$ cat src/hdl/gdfw_pkg.sv
`default_nettype none
// ----------------------------------------------------------------------------
// gdfw_pkg
// Shared constants and controller command word for the depth-first walk unit.
// ----------------------------------------------------------------------------
package gdfw_pkg;

  localparam int NODE_COUNT_DEFAULT = 8;
  localparam int NODE_FIELD_W       = 3;
  localparam int FIELD_NODES        = 2 ** NODE_FIELD_W;

  typedef struct packed {
    logic load;    // input word accepted
    logic init;    // accepted word closes the graph, set up the walk
    logic step;    // one walk step
    logic finish;  // emit final result, clear graph
  } gdfw_cmd_t;

endpackage

`default_nettype wire

$ cat src/hdl/gdfw_ctrl.sv
`default_nettype none
// ----------------------------------------------------------------------------
// gdfw_ctrl
// Controller: sequences edge loading, the walk and the final result.
// ----------------------------------------------------------------------------
module gdfw_ctrl (
  input  wire logic               clk,
  input  wire logic               rst,
  input  wire logic               start,
  input  wire logic               graph_done,
  input  wire logic               walk_end,
  output logic                    busy,
  output gdfw_pkg::gdfw_cmd_t     cmd
);

  localparam logic [1:0] ST_IDLE   = 2'd0;
  localparam logic [1:0] ST_WALK   = 2'd1;
  localparam logic [1:0] ST_FINISH = 2'd2;

  logic [1:0] state;
  logic [1:0] state_next;

  assign busy       = (state != ST_IDLE);
  assign cmd.load   = start && (state == ST_IDLE);
  assign cmd.init   = cmd.load && graph_done;
  assign cmd.step   = (state == ST_WALK);
  assign cmd.finish = (state == ST_FINISH);

  always_comb begin
    state_next = state;
    unique case (state)
      ST_IDLE: begin
        if (cmd.init) state_next = ST_WALK;
      end
      ST_WALK: begin
        if (walk_end) state_next = ST_FINISH;
      end
      ST_FINISH: begin
        state_next = ST_IDLE;
      end
      default: begin
        state_next = ST_IDLE;
      end
    endcase
  end

  always_ff @(posedge clk) begin
    if (rst) begin
      state <= ST_IDLE;
    end else begin
      state <= state_next;
    end
  end

endmodule

`default_nettype wire

$ cat src/hdl/gdfw_datapath.sv
`default_nettype none
// ----------------------------------------------------------------------------
// gdfw_datapath
// Adjacency matrix, visited marks, frame stack, scan registers and the
// one-deep result holding register that lets the final result be marked.
// ----------------------------------------------------------------------------
module gdfw_datapath #(
  parameter int NODE_COUNT = gdfw_pkg::NODE_COUNT_DEFAULT
) (
  input  wire logic                               clk,
  input  wire logic                               rst,
  input  wire gdfw_pkg::gdfw_cmd_t                cmd,
  input  wire logic [gdfw_pkg::NODE_FIELD_W-1:0]  from_node,
  input  wire logic [gdfw_pkg::NODE_FIELD_W-1:0]  to_node,
  input  wire logic                               add_edge,
  output logic                                    walk_end,
  output logic                                    result_valid,
  output logic [gdfw_pkg::NODE_FIELD_W-1:0]       parent_node,
  output logic [gdfw_pkg::NODE_FIELD_W-1:0]       child_node,
  output logic                                    edge_found,
  output logic                                    last_result
);

  // only nodes reachable by the 3-bit fields can carry edges
  localparam int ROW_NODES = (NODE_COUNT < gdfw_pkg::FIELD_NODES) ?
                             NODE_COUNT : gdfw_pkg::FIELD_NODES;
  localparam int NODE_W    = $clog2(ROW_NODES);
  localparam int SCAN_W    = $clog2(ROW_NODES + 1);
  localparam int LIM_W     = gdfw_pkg::NODE_FIELD_W + 1;

  localparam logic [LIM_W-1:0]  ROW_LIM   = LIM_W'(ROW_NODES);
  localparam logic [SCAN_W-1:0] SCAN_END  = SCAN_W'(ROW_NODES);
  localparam logic [NODE_W-1:0] LAST_NODE = NODE_W'(ROW_NODES - 1);

  logic [ROW_NODES-1:0] adj [ROW_NODES];
  logic [ROW_NODES-1:0] visited;
  logic [NODE_W-1:0]    stack_node [ROW_NODES];
  logic [SCAN_W-1:0]    stack_scan [ROW_NODES];
  logic [SCAN_W-1:0]    depth;
  logic [NODE_W-1:0]    start_n;
  logic [NODE_W-1:0]    cur_node;
  logic [SCAN_W-1:0]    cur_j;
  logic                 pend_valid;
  logic [NODE_W-1:0]    pend_parent;
  logic [NODE_W-1:0]    pend_child;

  logic                 edge_ok;
  logic                 scan_done;
  logic [NODE_W-1:0]    j_idx;
  logic                 hit;
  logic [SCAN_W-1:0]    depth_m1;

  assign edge_ok   = add_edge && ({1'b0, from_node} < ROW_LIM) &&
                     ({1'b0, to_node} < ROW_LIM);
  assign scan_done = (cur_j == SCAN_END);
  assign j_idx     = cur_j[NODE_W-1:0];
  assign hit       = !scan_done && adj[cur_node][j_idx] && !visited[j_idx];
  assign depth_m1  = depth - 1'b1;
  assign walk_end  = cmd.step && scan_done && (depth == '0) && (start_n == LAST_NODE);

  always_ff @(posedge clk) begin
    if (rst) begin
      for (int i = 0; i < ROW_NODES; i++) adj[i] <= '0;
      visited      <= '0;
      depth        <= '0;
      start_n      <= '0;
      pend_valid   <= 1'b0;
      result_valid <= 1'b0;
    end else begin
      result_valid <= 1'b0;
      if (cmd.load) begin
        if (edge_ok) adj[from_node[NODE_W-1:0]][to_node[NODE_W-1:0]] <= 1'b1;
        if (cmd.init) begin
          start_n    <= '0;
          cur_node   <= '0;
          cur_j      <= '0;
          depth      <= '0;
          pend_valid <= 1'b0;
        end
      end else if (cmd.step) begin
        if (hit) begin
          visited[j_idx] <= 1'b1;
          stack_node[depth[NODE_W-1:0]] <= cur_node;
          stack_scan[depth[NODE_W-1:0]] <= cur_j + 1'b1;
          depth    <= depth + 1'b1;
          cur_node <= j_idx;
          cur_j    <= '0;
          // previous tree edge is known not to be last now
          if (pend_valid) begin
            result_valid <= 1'b1;
            parent_node  <= gdfw_pkg::NODE_FIELD_W'(pend_parent);
            child_node   <= gdfw_pkg::NODE_FIELD_W'(pend_child);
            edge_found   <= 1'b1;
            last_result  <= 1'b0;
          end
          pend_valid  <= 1'b1;
          pend_parent <= cur_node;
          pend_child  <= j_idx;
        end else if (!scan_done) begin
          cur_j <= cur_j + 1'b1;
        end else if (depth != '0) begin
          cur_node <= stack_node[depth_m1[NODE_W-1:0]];
          cur_j    <= stack_scan[depth_m1[NODE_W-1:0]];
          depth    <= depth_m1;
        end else if (start_n != LAST_NODE) begin
          start_n  <= start_n + 1'b1;
          cur_node <= start_n + 1'b1;
          cur_j    <= '0;
        end
      end else if (cmd.finish) begin
        result_valid <= 1'b1;
        parent_node  <= pend_valid ? gdfw_pkg::NODE_FIELD_W'(pend_parent) : '0;
        child_node   <= pend_valid ? gdfw_pkg::NODE_FIELD_W'(pend_child) : '0;
        edge_found   <= pend_valid;
        last_result  <= 1'b1;
        pend_valid   <= 1'b0;
        for (int i = 0; i < ROW_NODES; i++) adj[i] <= '0;
        visited      <= '0;
        depth        <= '0;
        start_n      <= '0;
      end
    end
  end

endmodule

`default_nettype wire

$ cat src/hdl/graph_depth_first_walk_unit.sv
`default_nettype none
// ----------------------------------------------------------------------------
// graph_depth_first_walk_unit
// Depth-first walk over a directed graph held as an adjacency bit matrix.
// ----------------------------------------------------------------------------
// Each input word is taken when start is high and busy is low, one per cycle,
// and records the edge from_node -> to_node when add_edge is set. The word with
// graph_done set ends the graph: busy rises and the walk runs from every start
// node in ascending order, one neighbor scan position or one stack pop per
// cycle. Each tree edge comes out as one result word with result_valid high
// for exactly one cycle; the receiver cannot stall, so it must take every word
// in the cycle it is shown. Results trail discovery by one tree edge so that
// the final one carries last_result; an empty walk gives one word with
// edge_found low. The graph clears when the walk ends.
// ----------------------------------------------------------------------------
module graph_depth_first_walk_unit #(
  parameter int NODE_COUNT = gdfw_pkg::NODE_COUNT_DEFAULT
) (
  input  wire logic                               clk,
  input  wire logic                               rst,
  input  wire logic                               start,
  output logic                                    busy,
  input  wire logic [gdfw_pkg::NODE_FIELD_W-1:0]  from_node,
  input  wire logic [gdfw_pkg::NODE_FIELD_W-1:0]  to_node,
  input  wire logic                               add_edge,
  input  wire logic                               graph_done,
  output logic                                    result_valid,
  output logic [gdfw_pkg::NODE_FIELD_W-1:0]       parent_node,
  output logic [gdfw_pkg::NODE_FIELD_W-1:0]       child_node,
  output logic                                    edge_found,
  output logic                                    last_result
);

  gdfw_pkg::gdfw_cmd_t cmd;
  logic                walk_end;

  gdfw_ctrl u_ctrl (
    .clk        (clk),
    .rst        (rst),
    .start      (start),
    .graph_done (graph_done),
    .walk_end   (walk_end),
    .busy       (busy),
    .cmd        (cmd)
  );

  gdfw_datapath #(
    .NODE_COUNT (NODE_COUNT)
  ) u_datapath (
    .clk          (clk),
    .rst          (rst),
    .cmd          (cmd),
    .from_node    (from_node),
    .to_node      (to_node),
    .add_edge     (add_edge),
    .walk_end     (walk_end),
    .result_valid (result_valid),
    .parent_node  (parent_node),
    .child_node   (child_node),
    .edge_found   (edge_found),
    .last_result  (last_result)
  );

endmodule

`default_nettype wire
$ cat config.mk
export PLATFORM = sky130hd
export DESIGN_NAME = graph_depth_first_walk_unit
export DESIGN_NICKNAME = d
export VERILOG_FILES = /design/src/hdl/gdfw_pkg.sv /design/src/hdl/gdfw_ctrl.sv /design/src/hdl/gdfw_datapath.sv /design/src/hdl/graph_depth_first_walk_unit.sv
export SDC_FILE = /design/constraint.sdc
export NUM_CORES = 1
export LEC_CHECK = 0
export BUFFER_PORTS_ARGS = -buffer_cell sky130_fd_sc_hd__clkbuf_2
export CORE_MARGIN = 4
export CORE_UTILIZATION = 60
export CTS_BUF_LIST = sky130_fd_sc_hd__clkbuf_4 sky130_fd_sc_hd__clkbuf_8
export CTS_CLUSTER_DIAMETER = 100
export DETAILED_ROUTE_END_ITERATION = 10
export GPL_ROUTABILITY_DRIVEN = 0
export PLACE_DENSITY = 0.74
export SKIP_CTS_REPAIR_TIMING = 1
export SLEW_MARGIN = 10
export SYNTH_ARGS = -nofsm -noshare
export SYNTH_HDL_FRONTEND = slang
export SYNTH_SLANG_ARGS = --single-unit
$ cat constraint.sdc
create_clock -name clk -period 4.5 [get_ports clk]
set_input_delay 0.675 -clock clk [delete_from_list [all_inputs] [get_ports clk]]
set_output_delay 0.675 -clock clk [all_outputs]
set_load 0.005 [all_outputs]
==> run metrics, run 1 <==
Core Region=0.0116 mm2; r2r worst-path depth=10; Slew headroom=between 20% and 30%; hpwl dp=between 10000 and 15000 um; Slew Viols, Final=0; CTS max path bufs=2; Post-synth EDFFs=77; Cell variety after synth=64; hold depth=2; setup TNS=0 ns; Yosys top cell area share=32.3%; clk slew on worst S/H paths=roughly 0.08 ns; vias per inst=6.37; sequential area share after synthesis=56.3%; RSZ-0062 raised after global routing=false; worst-margin pin slew=1.14 ns; MaxCap Viol Count=0; H-tree Lvls=4; worst vdd ir=225 uV; RR Endpoint=u_datapath.stack_scan[6][2]; post-synthesis mux area share=between 10% and 20%; Cell Pwr Density=a little under 400 mW/mm2; post-synthesis simple-gate area fraction=12.9%; main combinational cell family by area after synthesis=simple AND/OR/NAND/NOR gates; die width=117 um; Final Non-Filler Cells=760; Rows=39; crit path launch type=flop; Critical Path RT=roughly 4.6 ns; chip height=between 100 and 150 um; area grow syn2layout=9.10%; fillcell total=between 800 and 900; syn_area_per_cell=12.1 um2; Synthesis Warnings=0; Worst R2R Setup Slack=~0.99 ns; drt total wl=around 15000 um; Tmin final=around 3.5 ns; status=finished clean; critical path class=reg2reg; Synth Net Count=~610; drt wl/cell=20.0 um; crit end category=flop; vias in the first global route=4666; leak pwr=roughly 0.0028 uW; Die ar.=around 0.014 mm2; GRT overflow=0; initial antenna violation count=0; Post-DP Area=0.00733 mm2; worst clock skew=about 0.014 ns; first-pass GRT wire length=about 25000 um; CP arrival=~3.6 ns; GRT Util Overall=a little under a quarter; dpl cells=around 730; Synth Area in Compound Gates=roughly 13%; largest net degree at the start of global routing=65; Max Fanout on Critical Path=21; design area=a little under 0.008 mm2; largest cells by area after synthesis=edfxtp_1 32%, dfxtp_1 24%, mux4_2 7.9%; Synth Area in Adders=roughly 1.7%; hold_ws=between 0.4 and 0.5 ns; DR vias=about 4800; I/O Pins=21; CTS tree=yes; FF/Latch Area=0.00403 mm2; hold_sp=u_datapath.adj[4][3]; ys async rst share=0%; Fin. Hold Viols=0; Synth Flop Type=dfxtp_1; total power=a little over 3000 uW; CTS root buf=clkbuf_8; # diodes=0; clk_lat worst skew=0.47 ns; Initial Utilization=a little over 60%; f_max=285 MHz; multi-input gate area in the final layout=slightly below 0.003 mm2; final setup violation count=0; initial DRC count=368; # port buffers=20; launch point of the worst reg-to-reg path=u_datapath.cur_j[1]; Remaining DRCs=0; min-delay worst type=reg2reg; final period utilization=about four fifths; Seq cells post-synth=163; Hold Path Sink=u_datapath.adj[4][3]; xor/xnor share of the synthesized area=less than 1%; Detailed Routing Iterations Pass 1=5; Cells after Synth=a little under 600; CTS Sinks=approximately 160; post-route ant nets=0; nets@finish=625; TritonCTS buffer count=17; Post-Syn Area=0.00717 mm2; layout cell share with drive strength beyond 1=17.5%; leading area contributor after synthesis=edfxtp_1
[cells by family after synthesis]
logic type | count (synthesis)
buffers and inverters | 47
DFF | 163
adders and majority gates | 10
AOI/OAI and AO/OA | 130
muxes | 54
and+or+nand+nor | 186
xor gates and xnor gates | 3
[where the power goes]
| group | total, uW | internal [uW] | switching, uW |
|---|---|---|---|
| logic | 161 | 55.3 | 106 |
| registers | 1580 | 1560 | 19.4 |
| clock network | 1280 | 746 | 532 |
[worst max path at each step]
stage	from	endpoint	cells after the start
after global routing	u_datapath.cur_j[1]	u_datapath.stack_node[6][0]	10
after global placement	u_datapath.cur_j[1]	u_datapath.stack_scan[7][2]	10
after detailed placement	u_datapath.cur_j[1]	u_datapath.stack_scan[6][3]	10
after floorplan	u_datapath.cur_j[1]	u_datapath.child_node[0]	14
final	u_datapath.cur_j[1]	u_datapath.stack_scan[6][2]	10
after CTS	u_datapath.cur_j[1]	u_datapath.stack_node[6][1]	10
[worst max-delay path, stage by stage, from the launching register on]
cell and delay [ns]:
edfxtp_1 0.77, inv_1 0.25, ha_1 0.25, nand2_1 0.07, or2_2 0.21, and3_1 0.25, inv_1 0.07, a31oi_2 0.19
buf_4 0.29, nand3_1 0.21, nor2_1 0.57
[Yosys cell counts, types with 6 or more instances]
cell      instances
a21oi_1          14
a22o_1           35
buf_2             9
clkbuf_1         22
dfxtp_1          86
edfxtp_1         77
ha_1             10
inv_1            10
mux2i_1          23
mux4_2           25
nand2_1          69
nand3_1          13
nand3b_1          6
nor2_1           43
nor2b_1           9
nor3_1            7
nor3b_1           7
o21ai_0          44
[cell usage in the layout (no fill, tap or decap), types with 13 or more instances in the layout]
| cell | synthesis | layout |
|---|---|---|
| a21oi_1 | 14 | 14 |
| a22o_1 | 35 | 35 |
| clkbuf_2 | 0 | 20 |
| clkbuf_8 | 0 | 19 |
| dfxtp_1 | 86 | 86 |
| edfxtp_1 | 77 | 77 |
| mux2i_1 | 23 | 23 |
| mux4_2 | 25 | 25 |
| nand2_1 | 69 | 69 |
| nand3_1 | 13 | 13 |
| nor2_1 | 43 | 42 |
| o21ai_0 | 44 | 44 |
[metrics by stage]
step	utilization, %	setup slack [ns]
after floorplan	-	1.22
after global placement	63.4	1.20
after detailed placement	63.4	1.05
after CTS	67.6	1.02
after global routing	67.6	0.634
final	67.6	0.987
[metal layers]
layer | track usage [%] | part of all wire [%] | vias to the layer above
met3 | 4.47 | 5.0 | 20
li1 | - | - | 2249
met4 | 8.26 | 1.8 | 0
met2 | 39.6 | 50 | 169
met1 | 31.6 | 43 | 2403
met5 | 0 | 0 | -
[cell type report]
type	instances	share of cell area [%]
clock inverters	13	2.93
flip-flops and latches	163	51.6
inverters	11	0.528
well taps	143	2.29
clock buffers	19	3.35
multi-input cells	383	37.3
repair buffers	28	2.05
[registers in the layout, summed over array words and instances, names as in the netlist, named ones only]
name,count
u_datapath.visited,8
u_ctrl.state,2
u_datapath.last_result,1
u_datapath.depth,4
u_datapath.child_node,3
u_datapath.cur_node,3
u_datapath.parent_node,3
u_datapath.pend_child,3
u_datapath.stack_node,24
u_datapath.start_n,3
u_datapath.result_valid,1
u_datapath.stack_scan,32
u_datapath.edge_found,1
u_datapath.cur_j,4
u_datapath.pend_valid,1
u_datapath.adj,64
u_datapath.pend_parent,3
Power figures use the tool's default switching activity.
==> run 2: changes to the inputs <==
- ABC_AREA: unset -> 1
- CORE_UTILIZATION: 60 -> 58
- PLACE_DENSITY: 0.74 -> 0.75
- clock period: 4.5 -> 3 ns (I/O delays scaled with it)
==> run metrics, run 2 <==
status=finished clean; CP arrival=2.97 ns (-0.64 ns); worst clock skew=0.0143 ns (-0.0000266 ns); crit end category=flop; Top reg by flops=u_datapath.adj; critical path class=reg2reg; syn_area_per_cell=9.15 um2 (-24%); nets@finish=825 (+32%); synth cell count leaders=128 x nand2_1, 112 x inv_1, 97 x nand3_1, 86 x dfxtp_1, 77 x edfxtp_1; Core Region=0.0120 mm2 (+3.9%); final period utilization=96.1% (+18 points); first-pass GRT wire length=27300 um (+11%); Synth Flop Type=dfxtp_1; Synthesis Warnings=0 (unchanged); Post-Syn Area=0.00710 mm2 (-0.94%); Detailed Routing Iterations Pass 1=5 (unchanged); min-delay worst type=in2reg; H-tree Lvls=4 (unchanged); RSZ-0062 raised after global routing=true; post-route ant nets=0 (unchanged); CTS Sinks=163 (unchanged); area grow syn2layout=9.96%; Slew headroom=60.1% (+36 points); I/O Pins=21 (unchanged); hpwl dp=11600 um (+11%); RR Endpoint=u_datapath.stack_scan[1][0]; final setup violation count=0 (unchanged); Synth Net Count=797 (+30%); ys async rst share=0% (unchanged); count leader, synth=nand2_1; Post-synth EDFFs=77 (unchanged); chip height=119 um (+1.1%); commonest non-fill, non-tap cells in the layout=128 x nand2_1, 112 x inv_1, 97 x nand3_1, 86 x dfxtp_1, 77 x edfxtp_1; drt wl/cell=17.6 um (-12%); layout cell share with drive strength beyond 1=11.3% (-6.2 points); sequential area share after synthesis=56.8% (+0.54 points); Worst R2R Setup Slack=0.12 ns (-0.87 ns); Slew Viols, Final=0 (unchanged); most common cell after layout, fill and taps aside=nand2_1; GRT overflow=0 (unchanged); GRT Util Overall=24.6% (+0.75 points); CTS root buf=clkbuf_8; Seq cells post-synth=163 (unchanged); final core occ=65.0% (-2.6 points); r2r worst-path depth=11 (+1); clk_lat worst skew=0.46 ns (about the same); hold_sp=rst; Cell variety after synth=36 (-44%); drt total wl=16900 um (+11%); largest net degree at the start of global routing=46 (-29%); initial antenna violation count=0 (unchanged); Cell Pwr Density=836 mW/mm2 (+120%); max reg flops=64 (unchanged); Die ar.=0.0141 mm2 (+2.3%); Rows=40 (+2.6%); leading area contributor after synthesis=edfxtp_1; Fin. Hold Viols=0 (unchanged); die width=119 um (+1.1%); leak pwr=0.00306 uW (+8.8%); Tmin final=2.88 ns (-0.629 ns); vias in the first global route=5443 (+17%); hold depth=2 (unchanged); clk slew on worst S/H paths=0.08 ns (about the same); # port buffers=20 (unchanged); Yosys top cell area share=32.6% (+0.31 points); DR vias=5701 (+18%); f_max=347 MHz (+22%); total power=6530 uW (+120%); Cells after Synth=776 (+31%); # diodes=0 (unchanged); crit path launch type=flop; Remaining DRCs=0 (unchanged); MaxCap Viol Count=0 (unchanged); Max Fanout on Critical Path=10 (-52%); CTS max path bufs=2 (unchanged); largest cells by area after synthesis=edfxtp_1 33%, dfxtp_1 24%, nand3_1 6.8%; Critical Path RT=3.09 ns (-1.51 ns); TritonCTS buffer count=17 (unchanged); setup TNS=0 ns (unchanged); initial DRC count=617 (+68%); CTS tree=yes; worst-margin pin slew=0.596 ns (-0.540 ns); vias per inst=5.92 (-7.1%); Initial Utilization=59.1% (-2.9 points); Hold Path Sink=u_datapath.pend_valid; worst vdd ir=401 uV (+79%); launch point of the worst reg-to-reg path=u_datapath.cur_j[0]
run 2: cell count changes in the layout (fill, tap and decap cells not counted), moves of 13 or more:
cell,previous run,this run
nand3_1,13,97
mux2i_1,23,8
o22ai_1,2,66
inv_1,11,112
mux4_2,25,0
nand2_1,69,128
a22o_1,35,0
o21ai_0,44,20
nor2_1,42,55
run 2: area by class of cell:
| cell class | instances | area [um2] |
|---|---|---|
| clock buffer | 26 | 320 |
| timing repair buffer | 38 | 235 |
| tap | 147 | 184 |
| multi-input combinational | 464 | 2470 |
| inverter | 120 | 458 |
| sequential | 163 | 4030 |
| clock inverter | 5 | 101 |
| fill | 997 | 4210 |
run 2: cells by family after synthesis:
| family | count (synthesis) | synth area share, % |
|---|---|---|
| compound gates | 129 | 11.2 |
| xor+xnor | 6 | 0.740 |
| fa+ha+maj | 10 | 1.76 |
| buf+inv | 149 | 8.58 |
| flops | 163 | 56.8 |
| mux | 8 | 1.13 |
| simple gates | 311 | 19.7 |
run 2: power by group:
group	switching, uW	leakage (uW)	total (uW)	internal, uW
Combinational	1520	0.00144	2210	691
Clock	730	0.000222	1670	941
Sequential	126	0.00139	2650	2520
Total	2380	0.00306	6530	4150
run 2: through the flow:
step | worst slack, ns | instances | area (um2) | hold slack (ns)
floorplan | 0.306 | 776 | 7100 | 0.425
global placement | 0.226 | 932 | 7370 | 0.439
detailed placement | 0.0572 | 932 | 7370 | 0.440
CTS | 0.0273 | 963 | 7790 | 0.224
global route | -0.0954 | 963 | 7800 | 0.219
finish | 0.116 | 963 | 7800 | 0.247
run 2: per-layer routing:
| layer | track usage [%] | vias up | wire, um |
|---|---|---|---|
| met5 | 0 | - | 0 |
| met4 | 11.0 | 0 | 608 |
| met3 | 6.56 | 59 | 1260 |
| met2 | 39.1 | 267 | 8150 |
| met1 | 31.6 | 2668 | 6900 |
| li1 | - | 2707 | - |
run 2: critical path: stages (launching register included):
cell and delay, ns:
edfxtp_1 0.53, inv_1 0.17, ha_1 0.25, nand3_2 0.15, inv_1 0.12, a21oi_1 0.13, nand2_1 0.07, nor2_2 0.24
nand2_8 0.13, inv_6 0.11, nand3_4 0.12, nor2_1 0.50
run 2: how the worst max path moves through the flow:
stage                              startpoint                     endpoint  slack (ns)  cells past startpoint
after floorplan           u_datapath.cur_j[0]  u_datapath.stack_node[2][0]        0.31                     12
after global placement    u_datapath.cur_j[0]  u_datapath.stack_scan[3][1]        0.23                     13
after detailed placement  u_datapath.cur_j[0]  u_datapath.stack_node[3][2]        0.06                     13
after CTS                 u_datapath.cur_j[0]  u_datapath.stack_node[3][2]        0.03                     13
after global routing      u_datapath.cur_j[0]  u_datapath.stack_scan[1][0]        -0.1                     11
final                     u_datapath.cur_j[0]  u_datapath.stack_scan[1][0]        0.12                     11
==> run 3: changes to the inputs <==
- SYNTH_HIERARCHICAL: unset -> 1
==> run metrics, run 3 <==
synth cell count leaders=138 x nand2_1, 103 x inv_1, 86 x dfxtp_1, 83 x nand3_1, 77 x edfxtp_1; Fin. Hold Viols=0 (unchanged); Tmin final=2.69 ns (-0.194 ns); clk_lat worst skew=0.47 ns (about the same); Slew Viols, Final=0 (unchanged); setup ws final=0.310 ns (+0.194 ns); # diodes=0 (unchanged); Core Region=0.0117 mm2 (-2.9%); first-pass GRT wire length=26200 um (-4.1%); Post-synth EDFFs=77 (unchanged); crit path launch type=flop; max reg flops=64 (unchanged); Rows=39 (-2.5%); commonest non-fill, non-tap cells in the layout=137 x nand2_1, 103 x inv_1, 86 x dfxtp_1, 83 x nand3_1, 77 x edfxtp_1; crit end category=flop; min-delay worst type=in2reg; drt total wl=16000 um (-5.7%); Top reg by flops=u_datapath/adj; final setup violation count=0 (unchanged); setup TNS=0 ns (unchanged); sequential area share after synthesis=57.3% (+0.42 points); Die ar.=0.0140 mm2 (-0.69%); initial antenna violation count=0 (unchanged); Cell Pwr Density=615 mW/mm2 (-26%); nets@finish=820 (-0.61%); Cells after Synth=771 (-0.64%); syn_area_per_cell=9.14 um2 (about the same); Detailed Routing Iterations Pass 1=9 (+4); Seq cells post-synth=163 (unchanged); Critical Path RT=3.17 ns (+0.08 ns); status=finished clean; Initial Utilization=60.4% (+1.3 points); RSZ-0062 raised after global routing=false; leak pwr=0.00304 uW (-0.61%); initial DRC count=671 (+8.8%); worst-margin pin slew=0.785 ns (+0.189 ns); f_max=372 MHz (+7.2%); post-route ant nets=0 (unchanged); drt wl/cell=16.6 um (-5.3%); vias in the first global route=5298 (-2.7%); CTS Sinks=163 (unchanged); Max Fanout on Critical Path=15 (+5); # port buffers=20 (unchanged); Remaining DRCs=0 (unchanged); TritonCTS buffer count=17 (unchanged); MaxCap Viol Count=0 (unchanged); Yosys top cell area share=32.8% (+0.24 points); H-tree Lvls=4 (unchanged); ys async rst share=0% (unchanged); vias per inst=5.85 (-1.2%); area grow syn2layout=9.48%; GRT overflow=0 (unchanged); Synth Net Count=788 (-1.1%); Cell variety after synth=41 (+14%); Post-Syn Area=0.00705 mm2 (-0.74%); Slew headroom=47.5% (-13 points); CTS tree=yes; final period utilization=89.7% (-6.5 points); Synthesis Warnings=6 (+6); largest net degree at the start of global routing=65 (+41%); die width=118 um (-0.35%); dpl ws=0.343 ns (+0.286 ns); CTS max path bufs=2 (unchanged); most common cell after layout, fill and taps aside=nand2_1; CTS root buf=clkbuf_8; I/O Pins=21 (unchanged); worst clock skew=0.0145 ns (+0.000254 ns); count leader, synth=nand2_1; clk slew on worst S/H paths=0.09 ns (about the same); critical path class=reg2reg; chip height=118 um (-0.35%); Synth Flop Type=dfxtp_1; layout cell share with drive strength beyond 1=11.6% (+0.37 points); CP arrival=2.87 ns (-0.10 ns); largest cells by area after synthesis=edfxtp_1 33%, dfxtp_1 24%, nand2_1 7.4%; leading area contributor after synthesis=edfxtp_1; DR vias=5611 (-1.6%); hpwl dp=11000 um (-5.5%); GRT Util Overall=23.4% (-1.2 points); worst vdd ir=552 uV (+38%)
[run 3: cell types whose count changed in the layout (fill, tap and decap cells not counted), sizes merged, moves of 5 or more]
cell and change:
clkbuf -9, nand4 -6, buf +5, nand3 -12, nand2 +6, o21ai +11
a21oi +9, o22ai -8
[run 3: cells by family (layout without fill, tap and decap cells)]
group / count (synthesis) / count (layout) / share of synthesized area (%)
multiplexers: 4 / 4 / 0.568
adder cells (fa/ha/maj): 6 / 6 / 1.07
XOR/XNOR: 6 / 6 / 0.852
flip-flops: 163 / 163 / 57.3
AO/OA/AOI/OAI: 147 / 147 / 12.8
buffers and inverters: 142 / 187 / 8.70
AND/OR/NAND/NOR: 303 / 303 / 18.8
[run 3: worst paths after layout]
| path | start | to | slack, ns | cells past startpoint |
|---|---|---|---|---|
| worst max-delay path | u_datapath/cur_j[0] | u_datapath/stack_node[1][1] | 0.31 | 13 |
| worst min-delay path | graph_done | u_ctrl/state[0] | 0.25 | 3 |
| worst max register to register | u_datapath/cur_j[0] | u_datapath/stack_node[1][1] | 0.31 | 13 |
| worst min register to register | u_datapath/visited[2] | u_datapath/visited[2] | 0.48 | 2 |
[run 3: final cells by class]
type / instances / area, um2
Sequential cell: 163 / 4030
Tap cell: 143 / 179
Inverter: 112 / 424
Clock inverter: 15 / 169
Timing Repair Buffer: 43 / 273
Fill cell: 921 / 3950
Clock buffer: 17 / 234
Multi-Input combinational cell: 466 / 2400
[run 3: per-layer routing]
metal / track usage [%] / wire (um) / up-vias
li1: - / - / 2710
met1: 31.3 / 6960 / 2618
met2: 36.3 / 7330 / 247
met3: 7.12 / 1300 / 36
met4: 8.64 / 367 / 0
met5: 0 / 0 / -
[run 3: critical path: stages, from the launching register on]
cell and delay, ns:
edfxtp_1 0.54, inv_2 0.11, buf_4 0.20, nor3_1 0.09
nand2_1 0.09, nand3_1 0.12, nor4_4 0.28, nand2_4 0.09
clkinv_2 0.07, nand3_2 0.13, inv_2 0.21, nand2_2 0.10
nor3_1 0.16, buf_4 0.21
[run 3: through the flow]
step	instances	instance area, um2	total power (uW)	util (%)	hold slack, ns
floorplan	771	7050	2990	-	0.428
global placement	927	7310	3160	62.7	0.451
detailed placement	927	7310	3170	62.7	0.461
CTS	959	7710	4760	66.1	0.227
global route	959	7710	4960	66.1	0.232
finish	959	7710	4740	66.1	0.248
[run 3: where the power goes]
part	total, uW	switching (uW)	internal [uW]
Clock	1610	845	764
Combinational	719	490	228
Sequential	2420	42.5	2370
Total	4740	1380	3370
